## config.mk

```make
export PLATFORM = sky130hd
export DESIGN_NAME = ktd_walk
export DESIGN_NICKNAME = d
export VERILOG_FILES = /design/src/rtl/ktd_pkg.sv /design/src/rtl/ktd_walk.sv
export SDC_FILE = /design/constraint.sdc
export NUM_CORES = 1
export LEC_CHECK = 0
export BUFFER_PORTS_ARGS = -buffer_cell sky130_fd_sc_hd__buf_2
export CAP_MARGIN = 20
export CORE_ASPECT_RATIO = 0.7
export CORE_MARGIN = 2
export CORE_UTILIZATION = 30
export DETAILED_ROUTE_END_ITERATION = 16
export PLACE_DENSITY = 0.59
export SETUP_SLACK_MARGIN = 0.15
export SLEW_MARGIN = 25
export SYNTH_ARGS = -nofsm -noshare
export SYNTH_HDL_FRONTEND = slang
export SYNTH_SLANG_ARGS = --single-unit
```

## constraint.sdc

```tcl
create_clock -name clk -period 6.3 [get_ports clk]
set_clock_uncertainty 0.15 [all_clocks]
set_input_delay 0.63 -clock clk [delete_from_list [all_inputs] [get_ports clk]]
set_output_delay 0.63 -clock clk [all_outputs]
set_load 0.02 [all_outputs]
```

## src/rtl/ktd_pkg.sv

```systemverilog
// Shared constants and types for the Kendall tau distance block.
package ktd_pkg;

	// Width of one permutation element and of the distance result.
	localparam int ELEM_W = 8;
	localparam int DIST_W = 15;
	localparam int DIST_MAX = (2 ** DIST_W) - 1;

	// Default capacity in pairs.
	localparam int DEF_MAX_SIZE = 256;

	// The value bitmaps are kept as words of 32 flags.
	localparam int BM_LOG = 5;
	localparam int BM_W = 2 ** BM_LOG;
	localparam int PC_W = BM_LOG + 1;

	// Memory requests issued by the inversion walk.
	typedef struct packed {
		logic inv_rd;
		logic first_rd;
		logic bm_rd;
		logic bm_wr;
	} wk_ctl_t;

endpackage

```

## src/rtl/ktd_walk.sv

```systemverilog
// Inversion walk over the composed permutation, one position at a time.
module ktd_walk #(
	parameter int MAX_SIZE = ktd_pkg::DEF_MAX_SIZE,
	localparam int IDX_W = $clog2(MAX_SIZE),
	localparam int CNT_W = $clog2(MAX_SIZE + 1),
	localparam int NWORDS = (MAX_SIZE + ktd_pkg::BM_W - 1) / ktd_pkg::BM_W,
	localparam int WA_W = (NWORDS > 1) ? $clog2(NWORDS) : 1
) (
	input  logic                        clk,
	input  logic                        arst_n,
	input  logic                        start,
	input  logic [CNT_W-1:0]            n,
	input  logic [ktd_pkg::ELEM_W-1:0]  inv_q,
	input  logic [ktd_pkg::ELEM_W-1:0]  first_q,
	input  logic [ktd_pkg::BM_W-1:0]    bm_data,
	output ktd_pkg::wk_ctl_t            ctl,
	output logic [IDX_W-1:0]            inv_addr,
	output logic [IDX_W-1:0]            first_addr,
	output logic [WA_W-1:0]             bm_addr,
	output logic [ktd_pkg::BM_W-1:0]    bm_wdata,
	output logic                        done,
	output logic [ktd_pkg::DIST_W-1:0]  distance
);
	import ktd_pkg::*;

	localparam logic [2:0] WK_IDLE  = 3'd0;
	localparam logic [2:0] WK_INV   = 3'd1;
	localparam logic [2:0] WK_FIRST = 3'd2;
	localparam logic [2:0] WK_SCAN  = 3'd3;
	localparam logic [2:0] WK_LAST  = 3'd4;

	logic [2:0]        st_q;
	logic [CNT_W-1:0]  i_q;
	logic [CNT_W-1:0]  i_nx;
	logic [CNT_W-1:0]  nl;
	logic [WA_W-1:0]   sa_q;
	logic              pend_q;
	logic [WA_W-1:0]   pend_w_q;
	logic [DIST_W-1:0] dist_q;
	logic              done_q;
	logic [WA_W-1:0]   cw;
	logic [BM_LOG-1:0] cb;
	logic [WA_W-1:0]   lw;
	logic [BM_LOG-1:0] lb;
	logic [BM_W-1:0]   above;
	logic [BM_W-1:0]   below;
	logic [BM_W-1:0]   hits;
	logic [PC_W-1:0]   hit_cnt;
	logic [DIST_W:0]   sum;

	function automatic logic [PC_W-1:0] popcnt(input logic [BM_W-1:0] v);
		logic [PC_W-1:0] s;
		s = '0;
		for (int k = 0; k < BM_W; k++) begin
			s = s + PC_W'(v[k]);
		end
		return s;
	endfunction

	// Word and bit of the composed value and of the last position.
	assign nl = n - CNT_W'(1);
	assign i_nx = i_q + CNT_W'(1);
	assign cw = WA_W'(first_q >> BM_LOG);
	assign cb = first_q[BM_LOG-1:0];
	assign lw = WA_W'(nl >> BM_LOG);
	assign lb = nl[BM_LOG-1:0];
	assign done = done_q;
	assign distance = dist_q;

	// A cleared flag below n marks a value already visited; count those above c.
	always_comb begin
		above = (pend_w_q == cw) ? ~((BM_W'(2) << cb) - BM_W'(1)) : '1;
		below = (pend_w_q == lw) ? ((BM_W'(2) << lb) - BM_W'(1)) : '1;
		hits = ~bm_data & above & below;
		hit_cnt = popcnt(hits);
		sum = {1'b0, dist_q} + (DIST_W + 1)'(hit_cnt);
	end

	// Memory requests for the current step.
	always_comb begin
		ctl = '0;
		inv_addr = IDX_W'(i_q);
		first_addr = IDX_W'(inv_q);
		bm_addr = sa_q;
		bm_wdata = bm_data & ~(BM_W'(1) << cb);
		unique case (st_q)
			WK_IDLE: begin
			end
			WK_INV: begin
				ctl.inv_rd = 1'b1;
			end
			WK_FIRST: begin
				ctl.first_rd = 1'b1;
			end
			WK_SCAN: begin
				ctl.bm_rd = 1'b1;
			end
			WK_LAST: begin
				// Mark c visited and fetch the next inverse entry in the same cycle.
				ctl.bm_wr = 1'b1;
				bm_addr = cw;
				ctl.inv_rd = (i_q != nl);
				inv_addr = IDX_W'(i_nx);
			end
			default: begin
			end
		endcase
	end

	// Accumulated distance, saturating at the field's top.
	always_ff @(posedge clk) begin
		if (st_q == WK_IDLE && start) begin
			dist_q <= '0;
		end else if (pend_q) begin
			dist_q <= sum[DIST_W] ? DIST_W'(DIST_MAX) : sum[DIST_W-1:0];
		end
	end

	// Walk sequencer.
	always_ff @(posedge clk or negedge arst_n) begin
		if (!arst_n) begin
			st_q <= WK_IDLE;
			i_q <= '0;
			sa_q <= '0;
			pend_q <= 1'b0;
			pend_w_q <= '0;
			done_q <= 1'b0;
		end else begin
			done_q <= 1'b0;
			unique case (st_q)
				WK_IDLE: begin
					if (start) begin
						i_q <= '0;
						st_q <= WK_INV;
					end
				end
				WK_INV: begin
					st_q <= WK_FIRST;
				end
				WK_FIRST: begin
					sa_q <= lw;
					pend_q <= 1'b0;
					st_q <= WK_SCAN;
				end
				WK_SCAN: begin
					pend_q <= 1'b1;
					pend_w_q <= sa_q;
					if (sa_q == cw) begin
						st_q <= WK_LAST;
					end else begin
						sa_q <= sa_q - WA_W'(1);
					end
				end
				WK_LAST: begin
					pend_q <= 1'b0;
					if (i_q == nl) begin
						done_q <= 1'b1;
						st_q <= WK_IDLE;
					end else begin
						i_q <= i_nx;
						st_q <= WK_FIRST;
					end
				end
				default: begin
					st_q <= WK_IDLE;
				end
			endcase
		end
	end

endmodule

```

==> results.sh <==
export IMPL_crit_type="in2reg"
export IMPL_report_final_setup_viol=15
export IMPL_max_cap_violations=0
export IMPL_die_height_um=116
export IMPL_post_route_min_period_ps=6950
export IMPL_ys_warn_count=0
export IMPL_drtAntennaViolNets=0
export IMPL_timing_rr_end="distance[14]"
export IMPL_h_tree_depth=2
export IMPL_rows=40
export IMPL_cts_made_buffers=5
export IMPL_cp_end_kind="flop"
export IMPL_outcome="complete, but fails checks"
export IMPL_crit_slowest_cell="fa_2"
export IMPL_start_util=0.310
export IMPL_die_area_um2=19000
export IMPL_syn_num_nets=826
export IMPL_synth_cell_types=76
export IMPL_worstPathMaxFanout=6
export IMPL_ys_seq_area_frac=0.149
export IMPL_synth_xor_area_share=0.0733
export IMPL_synth_area_mux_share=0.0117
export IMPL_drt_total_wl_um=19400
export IMPL_grt_ovfl_total=0
export IMPL_dr_total_vias=6057
export IMPL_period_share=1.10
export IMPL_ys_top_cells_by_area="fa_1 (9.7%), dfrtp_1 (9.3%), ha_1 (5.8%), dfxtp_1 (5.6%), nand2_1 (5.5%)"
export IMPL_arrival_ps=6970
export IMPL_cts_sinks=35
export IMPL_synthArstFlopShare=0.571
export IMPL_fin_ws_ps=-647
export IMPL_grt_max_degree=25
export IMPL_synth_simple_gate_area_frac=0.233
export IMPL_portBuffers=114
export IMPL_r2r_start="pend_w_q[1]"
export IMPL_remaining_drc_errors=0
export IMPL_grt_usage=0.204
export IMPL_grt_pass1_vias=5686
export IMPL_antenna_found_initial=0
export IMPL_hold_viol=0
export IMPL_ioPinCount=131
export IMPL_grt_first_pass_wirelength_um=30500
export IMPL_critPathBufInv=5
export IMPL_start_kind="input port"
export IMPL_cp_data_required_time_ps=6320
export IMPL_die_w_um=164
export IMPL_reg2regPathDepth=24
export IMPL_synth_compound_area_frac=0.291
export IMPL_rsz0062_at_grt="yes"
export IMPL_synth_adder_area_share=0.155
export IMPL_final_setup_tns_ps=-8080
export IMPL_synth_top_cell_area_share=0.0971
export IMPL_cts_tree="built"
export IMPL_place_hpwl_um=15800
export IMPL_clock_root_buffer="clkbuf_16"
export IMPL_syn_to_final_growth_pct=44.5
export IMPL_min_path_type="in2async"
export IMPL_cp_top_family="adder cells"
export IMPL_slew_viol_final=0
export IMPL_violations="setup timing"
export IMPL_syn_avg_cell_area_um2=7.50
export IMPL_fp_coreArea_um2=17300
export IMPL_path_clk_slew_ps=60
export IMPL_num_antenna_cells=0
export IMPL_synth_area_leader_cell="fa_1"
export IMPL_fin_util=0.447
export IMPL_syn_area_um2=5360
export IMPL_ys_flop_type="dfrtp_1"
export IMPL_max_stage_delay_ps=600
export IMPL_clk_latency_ps=280
export IMPL_regToRegSetupSlack_ps=-250
export IMPL_drt_iter0_drc=435
export IMPL_synth_edf_count=0
export IMPL_ys_seq_elements=35
export IMPL_yosysMostFrequentCell="nand2_1"
export IMPL_ys_top_cells_by_count="nand2_1 (79), inv_1 (55), nor2_1 (49)"
export IMPL_fmax_ghz=0.144
export IMPL_dr_pass1_iters=5
export IMPL_fin_nets=1052
export IMPL_wl_per_cell_um=16.5
export IMPL_slew_limit_headroom=0.509
export IMPL_gp_congestion=1.01
export IMPL_viasPerCell=5.16
export IMPL_layout_drive_gt1_share=0.394
export IMPL_cts_path_max_buffers=2
export IMPL_synth_top_family_by_area="compound AO/OA/AOI/OAI gates"
export IMPL_synthCells=715
export IMPL_worst_pin_slew_ps=737
## layout make-up
class	count	area, um^2
multi-input combinational	569	4400
timing repair buffer	275	1860
inverter	55	231
clock inverter	2	17.5
sequential	35	801
fill	1790	9570
tap	231	289
clock buffer	6	150
## layer usage
metal | vias up | part of all wire | track usage
met5 | - | 0 | 0
met2 | 213 | 0.41 | 0.293
met1 | 2873 | 0.49 | 0.315
li1 | 2962 | - | -
met3 | 9 | 0.088 | 0.0476
met4 | 0 | 0.0056 | 0.0211
## cell families (layout without fill, tap and decap cells)
kind of cell	Yosys count	after routing
muxes	6	6
adders and majority gates	51	51
xor gates and xnor gates	44	44
DFF	35	35
buffers and inverters	111	338
AOI/OAI and AO/OA	223	223
and+or+nand+nor	245	245
## layout by cell type (no fill, tap or decap), drive strengths merged, types with 16 or more instances in the layout
| cell | n |
|---|---|
| nor2 | 49 |
| o21ai | 51 |
| fa | 26 |
| nor2b | 16 |
| buf | 275 |
| inv | 54 |
| and2 | 17 |
| ha | 25 |
| dfrtp | 20 |
| xnor2 | 22 |
| a21oi | 48 |
| xor2 | 22 |
| o21a | 23 |
| nand2 | 79 |
## flip-flops by register name, summed over array words and instances, names as in the netlist
register	count
done	1
distance	15
st_q	3
pend_w_q	3
i_q	9
sa_q	3
pend_q	1
## through the flow
stage / setup WS, ps / area (um^2) / std cells / hold WS (ps)
after floorplan: -785 / 5520 / 715 / 184
after global placement: -1100 / 7200 / 1153 / 364
after detailed placement: -1090 / 7200 / 1153 / 380
after CTS: -630 / 7580 / 1169 / 162
after global routing: -965 / 7750 / 1173 / 184
final: -647 / 7750 / 1173 / 146
## worst max-delay path by stage
stage	startpoint	to	slack, ps	cells past startpoint
6_report	n[3]	distance[14]	-650	26
5_1_grt	n[1]	distance[6]	-960	30
4_1_cts	n[3]	distance[14]	-630	27
3_5_place_dp	n[0]	distance[6]	-1090	30
3_3_place_gp	n[1]	distance[6]	-1100	30
2_1_floorplan	n[1]	distance[6]	-780	31
## repair_timing
action                                 4_1_cts  5_1_grt
setup endpoints to repair                   15       15
pin swaps                                   18       17
hold buffers                                 0        0
endpoints found under the hold margin        0        0
resized for setup                           39       29
buffers inserted                             8        4
Power is left out: the tool's default activity adds up to more than one toggle a clock period on the data nets, which glitch-free logic cannot reach.
