<file path="src/rtl/ktd_pkg.sv">
// Shared constants and types for the Kendall tau distance block.
package ktd_pkg;

	// Width of one permutation element and of the distance result.
	localparam int ELEM_W = 8;
	localparam int DIST_W = 15;
	localparam int DIST_MAX = (2 ** DIST_W) - 1;

	// Default capacity in pairs.
	localparam int DEF_MAX_SIZE = 256;

	// The value bitmaps are kept as words of 32 flags.
	localparam int BM_LOG = 5;
	localparam int BM_W = 2 ** BM_LOG;
	localparam int PC_W = BM_LOG + 1;

	// Memory requests issued by the inversion walk.
	typedef struct packed {
		logic inv_rd;
		logic first_rd;
		logic bm_rd;
		logic bm_wr;
	} wk_ctl_t;

endpackage

</file>
<file path="src/rtl/ktd_bitmap.sv">
// Value bitmaps: seen flags for both permutations, reused as the visited map.
module ktd_bitmap #(
	parameter int MAX_SIZE = ktd_pkg::DEF_MAX_SIZE,
	localparam int CNT_W = $clog2(MAX_SIZE + 1),
	localparam int NWORDS = (MAX_SIZE + ktd_pkg::BM_W - 1) / ktd_pkg::BM_W,
	localparam int WA_W = (NWORDS > 1) ? $clog2(NWORDS) : 1
) (
	input  logic                        clk,
	input  logic                        arst_n,
	input  logic                        ld_en,
	input  logic [ktd_pkg::ELEM_W-1:0]  ld_a,
	input  logic [ktd_pkg::ELEM_W-1:0]  ld_b,
	input  logic                        stat_clr,
	input  logic                        clr_en,
	input  logic [WA_W-1:0]             clr_addr,
	input  ktd_pkg::wk_ctl_t            wk_ctl,
	input  logic [WA_W-1:0]             wk_addr,
	input  logic [ktd_pkg::BM_W-1:0]    wk_wdata,
	output logic [ktd_pkg::BM_W-1:0]    rd_data,
	output logic [CNT_W-1:0]            cnt_a,
	output logic [CNT_W-1:0]            cnt_b,
	output logic [ktd_pkg::ELEM_W-1:0]  max_a,
	output logic [ktd_pkg::ELEM_W-1:0]  max_b
);
	import ktd_pkg::*;

	logic [BM_W-1:0] bm_a_mem [NWORDS];
	logic [BM_W-1:0] bm_b_mem [NWORDS];

	logic [WA_W-1:0]   aw;
	logic [WA_W-1:0]   bw;
	logic [BM_W-1:0]   rd_a_q;
	logic [BM_W-1:0]   rd_b_q;
	logic              v_s1;
	logic [WA_W-1:0]   aw_s1;
	logic [WA_W-1:0]   bw_s1;
	logic [BM_LOG-1:0] ab_s1;
	logic [BM_LOG-1:0] bb_s1;
	logic              fwd_v_q;
	logic [WA_W-1:0]   fwd_aw_q;
	logic [WA_W-1:0]   fwd_bw_q;
	logic [BM_W-1:0]   fwd_a_q;
	logic [BM_W-1:0]   fwd_b_q;
	logic [BM_W-1:0]   base_a;
	logic [BM_W-1:0]   base_b;
	logic [BM_W-1:0]   bit_a;
	logic [BM_W-1:0]   bit_b;
	logic [BM_W-1:0]   new_a;
	logic [BM_W-1:0]   new_b;
	logic              fresh_a;
	logic              fresh_b;

	assign aw = WA_W'(ld_a >> BM_LOG);
	assign bw = WA_W'(ld_b >> BM_LOG);
	assign rd_data = rd_a_q;

	// Read port; the walk owns the first bitmap after loading has drained.
	always_ff @(posedge clk) begin
		if (wk_ctl.bm_rd) begin
			rd_a_q <= bm_a_mem[wk_addr];
		end else if (ld_en) begin
			rd_a_q <= bm_a_mem[aw];
		end
		if (ld_en) begin
			rd_b_q <= bm_b_mem[bw];
		end
	end

	// Load stage that waits for the read words.
	always_ff @(posedge clk) begin
		aw_s1 <= aw;
		bw_s1 <= bw;
		ab_s1 <= ld_a[BM_LOG-1:0];
		bb_s1 <= ld_b[BM_LOG-1:0];
		fwd_aw_q <= aw_s1;
		fwd_bw_q <= bw_s1;
		fwd_a_q <= new_a;
		fwd_b_q <= new_b;
	end

	always_ff @(posedge clk or negedge arst_n) begin
		if (!arst_n) begin
			v_s1 <= 1'b0;
			fwd_v_q <= 1'b0;
		end else begin
			v_s1 <= ld_en;
			fwd_v_q <= v_s1;
		end
	end

	// A word written on the previous edge is newer than the word just read.
	always_comb begin
		base_a = (fwd_v_q && fwd_aw_q == aw_s1) ? fwd_a_q : rd_a_q;
		base_b = (fwd_v_q && fwd_bw_q == bw_s1) ? fwd_b_q : rd_b_q;
		bit_a = BM_W'(1) << ab_s1;
		bit_b = BM_W'(1) << bb_s1;
		new_a = base_a | bit_a;
		new_b = base_b | bit_b;
		fresh_a = ~|(base_a & bit_a);
		fresh_b = ~|(base_b & bit_b);
	end

	// Single write port per bitmap: clearing pass, walk update, or load update.
	always_ff @(posedge clk) begin
		if (clr_en) begin
			bm_a_mem[clr_addr] <= '0;
			bm_b_mem[clr_addr] <= '0;
		end else if (wk_ctl.bm_wr) begin
			bm_a_mem[wk_addr] <= wk_wdata;
		end else if (v_s1) begin
			bm_a_mem[aw_s1] <= new_a;
			bm_b_mem[bw_s1] <= new_b;
		end
	end

	// Distinct value counts and largest stored values of the current job.
	always_ff @(posedge clk or negedge arst_n) begin
		if (!arst_n) begin
			cnt_a <= '0;
			cnt_b <= '0;
			max_a <= '0;
			max_b <= '0;
		end else if (stat_clr) begin
			cnt_a <= '0;
			cnt_b <= '0;
			max_a <= '0;
			max_b <= '0;
		end else begin
			if (v_s1) begin
				cnt_a <= cnt_a + CNT_W'(fresh_a);
				cnt_b <= cnt_b + CNT_W'(fresh_b);
			end
			if (ld_en && ld_a > max_a) begin
				max_a <= ld_a;
			end
			if (ld_en && ld_b > max_b) begin
				max_b <= ld_b;
			end
		end
	end

endmodule

</file>
<file path="config.mk">
export PLATFORM = sky130hd
export DESIGN_NAME = ktd_bitmap
export DESIGN_NICKNAME = d
export VERILOG_FILES = /design/src/rtl/ktd_pkg.sv /design/src/rtl/ktd_bitmap.sv
export SDC_FILE = /design/constraint.sdc
export NUM_CORES = 1
export LEC_CHECK = 0
export BUFFER_PORTS_ARGS = -buffer_cell sky130_fd_sc_hd__clkbuf_2
export CORE_MARGIN = 1
export CORE_UTILIZATION = 45
export CTS_CLUSTER_DIAMETER = 60
export DETAILED_ROUTE_END_ITERATION = 12
export GPL_TIMING_DRIVEN = 0
export PLACE_DENSITY_LB_ADDON = 0.08
export REMOVE_ABC_BUFFERS = 1
export SYNTH_ARGS = -nofsm -noshare
export SYNTH_HDL_FRONTEND = slang
export SYNTH_SLANG_ARGS = --single-unit
</file>
<file path="constraint.sdc">
create_clock -name clk -period 5.65 [get_ports clk]
set_clock_uncertainty 0.2 [all_clocks]
set_input_delay 1.13 -clock clk [delete_from_list [all_inputs] [get_ports clk]]
set_output_delay 1.13 -clock clk [all_outputs]
set_load 0.03 [all_outputs]
</file>
==> results.json, run 1 <==
{
  "synth_edf_count": 576,
  "dpl.hpwl_mm": 44.4,
  "antenna_left": 0,
  "globalRouteMet2Util_pct": 37.4,
  "path_cells": "xnor2_1 -> nand4_1 -> buf_8 -> buf_8 -> mux2i_1 -> o22ai_1 -> nor4_1 -> nand3_1 -> nor3_1 -> ha_1 -> ha_1 -> nand4_1 -> or3_1 -> a21oi_1",
  "synthDistinctLibCells": 47,
  "viasPerCell": 5.69,
  "critPathSlowestCell": "nor3_1",
  "avgSynthCellArea_um2": 17.3,
  "post_cts.repair.setup_buffers": 0,
  "total_power_mw": 12.0,
  "status": "finished clean",
  "drt_pass1_iterations": 4,
  "drt-total-wl_mm": 69.3,
  "leakagePower_nw": 12.3,
  "crit_family": "simple AND/OR/NAND/NOR gates",
  "r2r_cells": 14,
  "rsz0062_at_grt": "false",
  "clock-sinks": 698,
  "core_area_um2": 64500,
  "grtUsageMet3_pct": 3.13,
  "synth-adder-area-share_pct": 0.852,
  "tns_ns": 0,
  "cts_resized": 0,
  "min_path_cells": 0,
  "synth_compound_area_share_pct": 4.47,
  "die_w_um": 257,
  "path_class": "register to register",
  "pre_cts_slack_ns": 1.05,
  "met1_usage_pct": 27.8,
  "arrival_ns": 4.87,
  "die-area_um2": 66300,
  "start_util_pct": 45.6,
  "vias": 15800,
  "synth_top_family_by_area": "multiplexers",
  "grt_most_used_layer": "met2",
  "synthArstFlopShare_pct": 5.16,
  "finish.utilization_pct": 52.9,
  "critPathCaptureType": "register",
  "yosysSeqAreaShare_pct": 67.8,
  "yosys.area_share.simple_pct": 4.72,
  "fill_cells": 5193,
  "min_period_ns": 4.56,
  "clk_latency_ns": 0.60,
  "grt_pass1_wl_mm": 105,
  "io_pins": 129,
  "drv_cap": 0,
  "synth-xor-area-share_pct": 0.447,
  "path_buf_inv": 2,
  "clock-root-buffer": "clkbuf_16",
  "antennaDiodeCount": 0,
  "grt_max_degree": 66,
  "path_clk_slew_ns": 0.06,
  "drtIter0Drc": 1089,
  "io_buffer_count": 126,
  "fin_crit_sh_pct": 80.6,
  "whs_ns": 0.201,
  "finalHoldViolations": 0,
  "crit_required_ns": 5.97,
  "final_cell_mix": "edfxtp_1, mux4_2, nand2_1",
  "final_common_cell": "edfxtp_1",
  "max_slew_margin_pct": 11.1,
  "worst_slew_pin_slew_ns": 1.33,
  "cts_inserted_buffers": 77,
  "rows": 93,
  "place_congestion": 0.797,
  "placed_cell_area_um2": 31700,
  "hold_buffers": 0,
  "drcViolationCount": 0,
  "timing.fmax_mhz": 219,
  "synth.mux.area_fraction_pct": 20.0,
  "slew_viol_final": 0,
  "crit_fanout": 12,
  "grt_usage_pct": 21.4,
  "cts_tree": "done",
  "grt-ovfl-total": 0,
  "fp.dieH_um": 257,
  "cts_max_path_buffers": 3,
  "grt_pass1_vias": 16700,
  "num-nets-final": 1937,
  "synth-main-ff-cell": "edfxtp_1",
  "syn_inst": 1695,
  "fin_cells": 2770,
  "start_kind": "register",
  "cp_num_cells": 14,
  "design_area_um2": 34100,
  "ys_ff_latch": 698,
  "power.density_nw_per_um2": 352,
  "setup_ws_ns": 1.09,
  "hp-class": "register to register",
  "setup_violations": 0,
  "mappedNetlistArea_um2": 29400,
  "placed_cells": 2630,
  "wl_per_cell_um": 25.0,
  "antenna_found_initial": 0,
  "max_stage_delay_ns": 0.71,
  "area_delta_synth_final_pct": 16.2,
  "htree_levels": 3,
  "peakVddDrop_mv": 0.246,
  "synth_warnings": 0,
  "drive_above_1_share_pct": 28.1
}
==> cell families after synthesis <==
kind of cell             after synthesis
multiplexers                         342
buffers and inverters                122
flip-flops                           698
AND/OR/NAND/NOR                      295
XOR/XNOR                              15
AO/OA/AOI/OAI                        203
adder cells (fa/ha/maj)               20
==> metal layers <==
layer,wire [um],vias up
met1,29400,8222
met4,1490,0
li1,-,7138
met3,2520,102
met2,35900,297
met5,0,-
==> where the power goes <==
| part | internal (mW) | total, mW | switching [mW] |
|---|---|---|---|
| clock network | 2.87 | 4.84 | 1.98 |
| logic | 0.472 | 1.14 | 0.673 |
| registers | 5.89 | 6.01 | 0.125 |
| total | 9.23 | 12.0 | 2.77 |
==> cell type report <==
cell class                      count  area, um2  share of cell area, %
Timing Repair Buffer              181       1540                   4.53
Inverter                           21       78.8                  0.231
Multi-Input combinational cell    875       9070                   26.6
Sequential cell                   698      19900                   58.4
Tap cell                          855       1070                   3.14
Clock inverter                     24        203                  0.594
Clock buffer                      116       2240                   6.55
==> state kept, by name, summed over array words and instances, names as in the netlist, 9 cells and up <==
signal,flops
bm_a_mem,256
rd_b_q,32
fwd_a_q,32
rd_data,32
cnt_b,9
bm_b_mem,256
fwd_b_q,32
cnt_a,9
==> Yosys cell counts (all sizes together) (2+ instances only) <==
cell    instances  area, um2
a211oi         33        248
a21o            2       15.0
a21oi          80        400
a22o           32        280
a31oi           4       25.0
and2            2       12.5
and3            4       25.0
and3b           2       17.5
buf            39        191
clkbuf         62        233
dfrtp          36        901
dfxtp          86       1720
edfxtp        576      17300
ha             20        250
inv            21       78.8
mux2           32        360
mux2i         118       1180
mux4          192       4320
nand2         121        454
nand2b          5       31.3
nand3          19       95.1
nand4          13       87.6
nor2           53        199
nor2b          43        269
nor3           15       75.1
nor3b           5       37.5
nor4            5       31.3
o21a            3       22.5
o21ai          13       65.1
o221a           2       22.5
o22ai          28        175
or3             6       37.5
xnor2           7       61.3
xor2            8       70.1
==> worst paths after layout <==
path                          endpoint      from  slack, ns
hold / removal             fwd_bw_q[0]  bw_s1[0]       0.20
max in group asynchronous     max_a[3]    arst_n       4.18
hold reg to reg            fwd_bw_q[0]  bw_s1[0]       0.20
setup / recovery              cnt_a[8]  aw_s1[1]       1.09
setup reg to reg              cnt_a[8]  aw_s1[1]       1.09
min in group asynchronous     cnt_b[7]    arst_n       0.47
Power figures use the tool's default switching activity.
==> run 2, diff against run 1 <==
clock period = 4.63 ns   (was 5.65 ns; I/O delays follow)
==> run 2 against run 1 <==
Effect of this change: first-iteration DRC count shrank 6.2%; critical path depth is the same; sequential power grew 22%; power grew 22%; count of clock-buffer cells in the layout is the same; hold slack is essentially flat; final area is essentially flat; cell count is the same; die area is the same.
==> results.json, run 2 (same netlist as run 1, synthesis figures left out) <==
{
  "cts_inserted_buffers": 77,
  "timing.fmax_mhz": 225,
  "drt_pass1_iterations": 5,
  "final_common_cell": "edfxtp_1",
  "htree_levels": 3,
  "grt_pass1_wl_mm": 105,
  "viasPerCell": 5.68,
  "antenna_left": 0,
  "drtIter0Drc": 1021,
  "critPathCaptureType": "register",
  "clock-root-buffer": "clkbuf_16",
  "dpl.hpwl_mm": 44.4,
  "drv_cap": 0,
  "r2r_slack_ns": 0.19,
  "peakVddDrop_mv": 0.299,
  "vias": 15700,
  "grt_max_degree": 66,
  "io_pins": 129,
  "hp-class": "register to register",
  "grt-ovfl-total": 0,
  "finalHoldViolations": 0,
  "fin_crit_sh_pct": 95.8,
  "worst_slew_pin_slew_ns": 1.32,
  "clock-sinks": 698,
  "cts_max_path_buffers": 3,
  "fp.dieH_um": 257,
  "num-nets-final": 1937,
  "placed_cell_area_um2": 31700,
  "die-area_um2": 66300,
  "setup_violations": 0,
  "slew_viol_final": 0,
  "max_slew_margin_pct": 11.9,
  "place_congestion": 0.797,
  "total_power_mw": 14.6,
  "rsz0062_at_grt": "true",
  "core_area_um2": 64500,
  "design_area_um2": 34100,
  "drive_above_1_share_pct": 28.3,
  "wl_per_cell_um": 24.9,
  "start_util_pct": 45.6,
  "antennaDiodeCount": 0,
  "cts_tree": "done",
  "final_cell_mix": "edfxtp_1, mux4_2, nand2_1",
  "grt_pass1_vias": 16700,
  "antenna_found_initial": 0,
  "grt_usage_pct": 21.4,
  "die_w_um": 257,
  "area_delta_synth_final_pct": 16.2,
  "path_clk_slew_ns": 0.05,
  "min_period_ns": 4.44,
  "drcViolationCount": 0,
  "largestRegisters": "bm_a_mem: 256 flops, bm_b_mem: 256 flops",
  "crit_required_ns": 4.88,
  "arrival_ns": 4.69,
  "path_class": "register to register",
  "leakagePower_nw": 12.3,
  "power.density_nw_per_um2": 429,
  "crit_fanout": 32,
  "start_kind": "register",
  "clk_latency_ns": 0.60,
  "drt-total-wl_mm": 69.1,
  "status": "finished clean",
  "rows": 93,
  "io_buffer_count": 126
}
run 2: cell counts in the layout (fill, tap and decap cells not counted):
Identical to the previous run, type by type.
run 2: timing repair:
item,4_1_cts,5_1_grt
endpoints found under the hold margin,0,0
setup endpoints to repair,0,7
setup buffers,0,0
hold buffers,0,0
resized for setup,0,3
run 2: area by class of cell:
cell class	count	area (um2)
fill	5189	30300
sequential	698	19900
multi-input combinational	875	9080
clock buffer	116	2240
timing repair buffer	181	1540
tap	855	1070
clock inverter	24	203
inverter	21	78.8
run 2: per-layer routing:
metal  vias to the layer above  wire length [um]  track usage (%)
met4                         0              1480             5.97
met5                         -                 0                0
li1                       7135                 -                -
met2                       310             35800             37.4
met1                      8194             29200             27.8
met3                       102              2560             3.13
run 2: worst max-delay path: stages (launching register included):
cell and delay (ns):
dfxtp_1 0.36, xnor2_1 0.28, nand4_4 0.74, mux2i_1 0.53
o22ai_1 0.19, nor4_1 0.36, nand3_1 0.22, a311oi_2 0.34
ha_1 0.24, ha_1 0.20, nand3_1 0.09, nor2_1 0.20
nand3_1 0.12, xor2_1 0.14, nor2_1 0.06
run 2: where the power goes:
part | switching, mW | internal, mW
Combinational | 0.821 | 0.578
Sequential | 0.152 | 7.19
Clock | 2.41 | 3.50
Total | 3.38 | 11.3
run 2: through the flow:
step           hold WS (ns)  worst slack, ns  util [%]  setup TNS [ns]  std cells
2_1_floorplan         0.175           -0.940         -         -238.08       1594
3_3_place_gp          0.188            -5.96      47.5        -2086.24       2575
3_5_place_dp          0.193           0.0268      49.1               0       2630
4_1_cts               0.205           0.0331      52.9               0       2770
5_1_grt               0.217           -0.106      52.9          -0.141       2770
6_report              0.202            0.194      52.9               0       2770
run 2: worst paths after layout:
| path | startpoint | to | cells after the start |
|---|---|---|---|
| worst max-delay path | bw_s1[1] | cnt_b[8] | 14 |
| worst min-delay path | bw_s1[0] | fwd_bw_q[0] | 0 |
| worst max register to register | bw_s1[1] | cnt_b[8] | 14 |
| worst min register to register | bw_s1[0] | fwd_bw_q[0] | 0 |
| max in group asynchronous | arst_n | max_a[3] | 1 |
| min in group asynchronous | arst_n | max_b[0] | 1 |
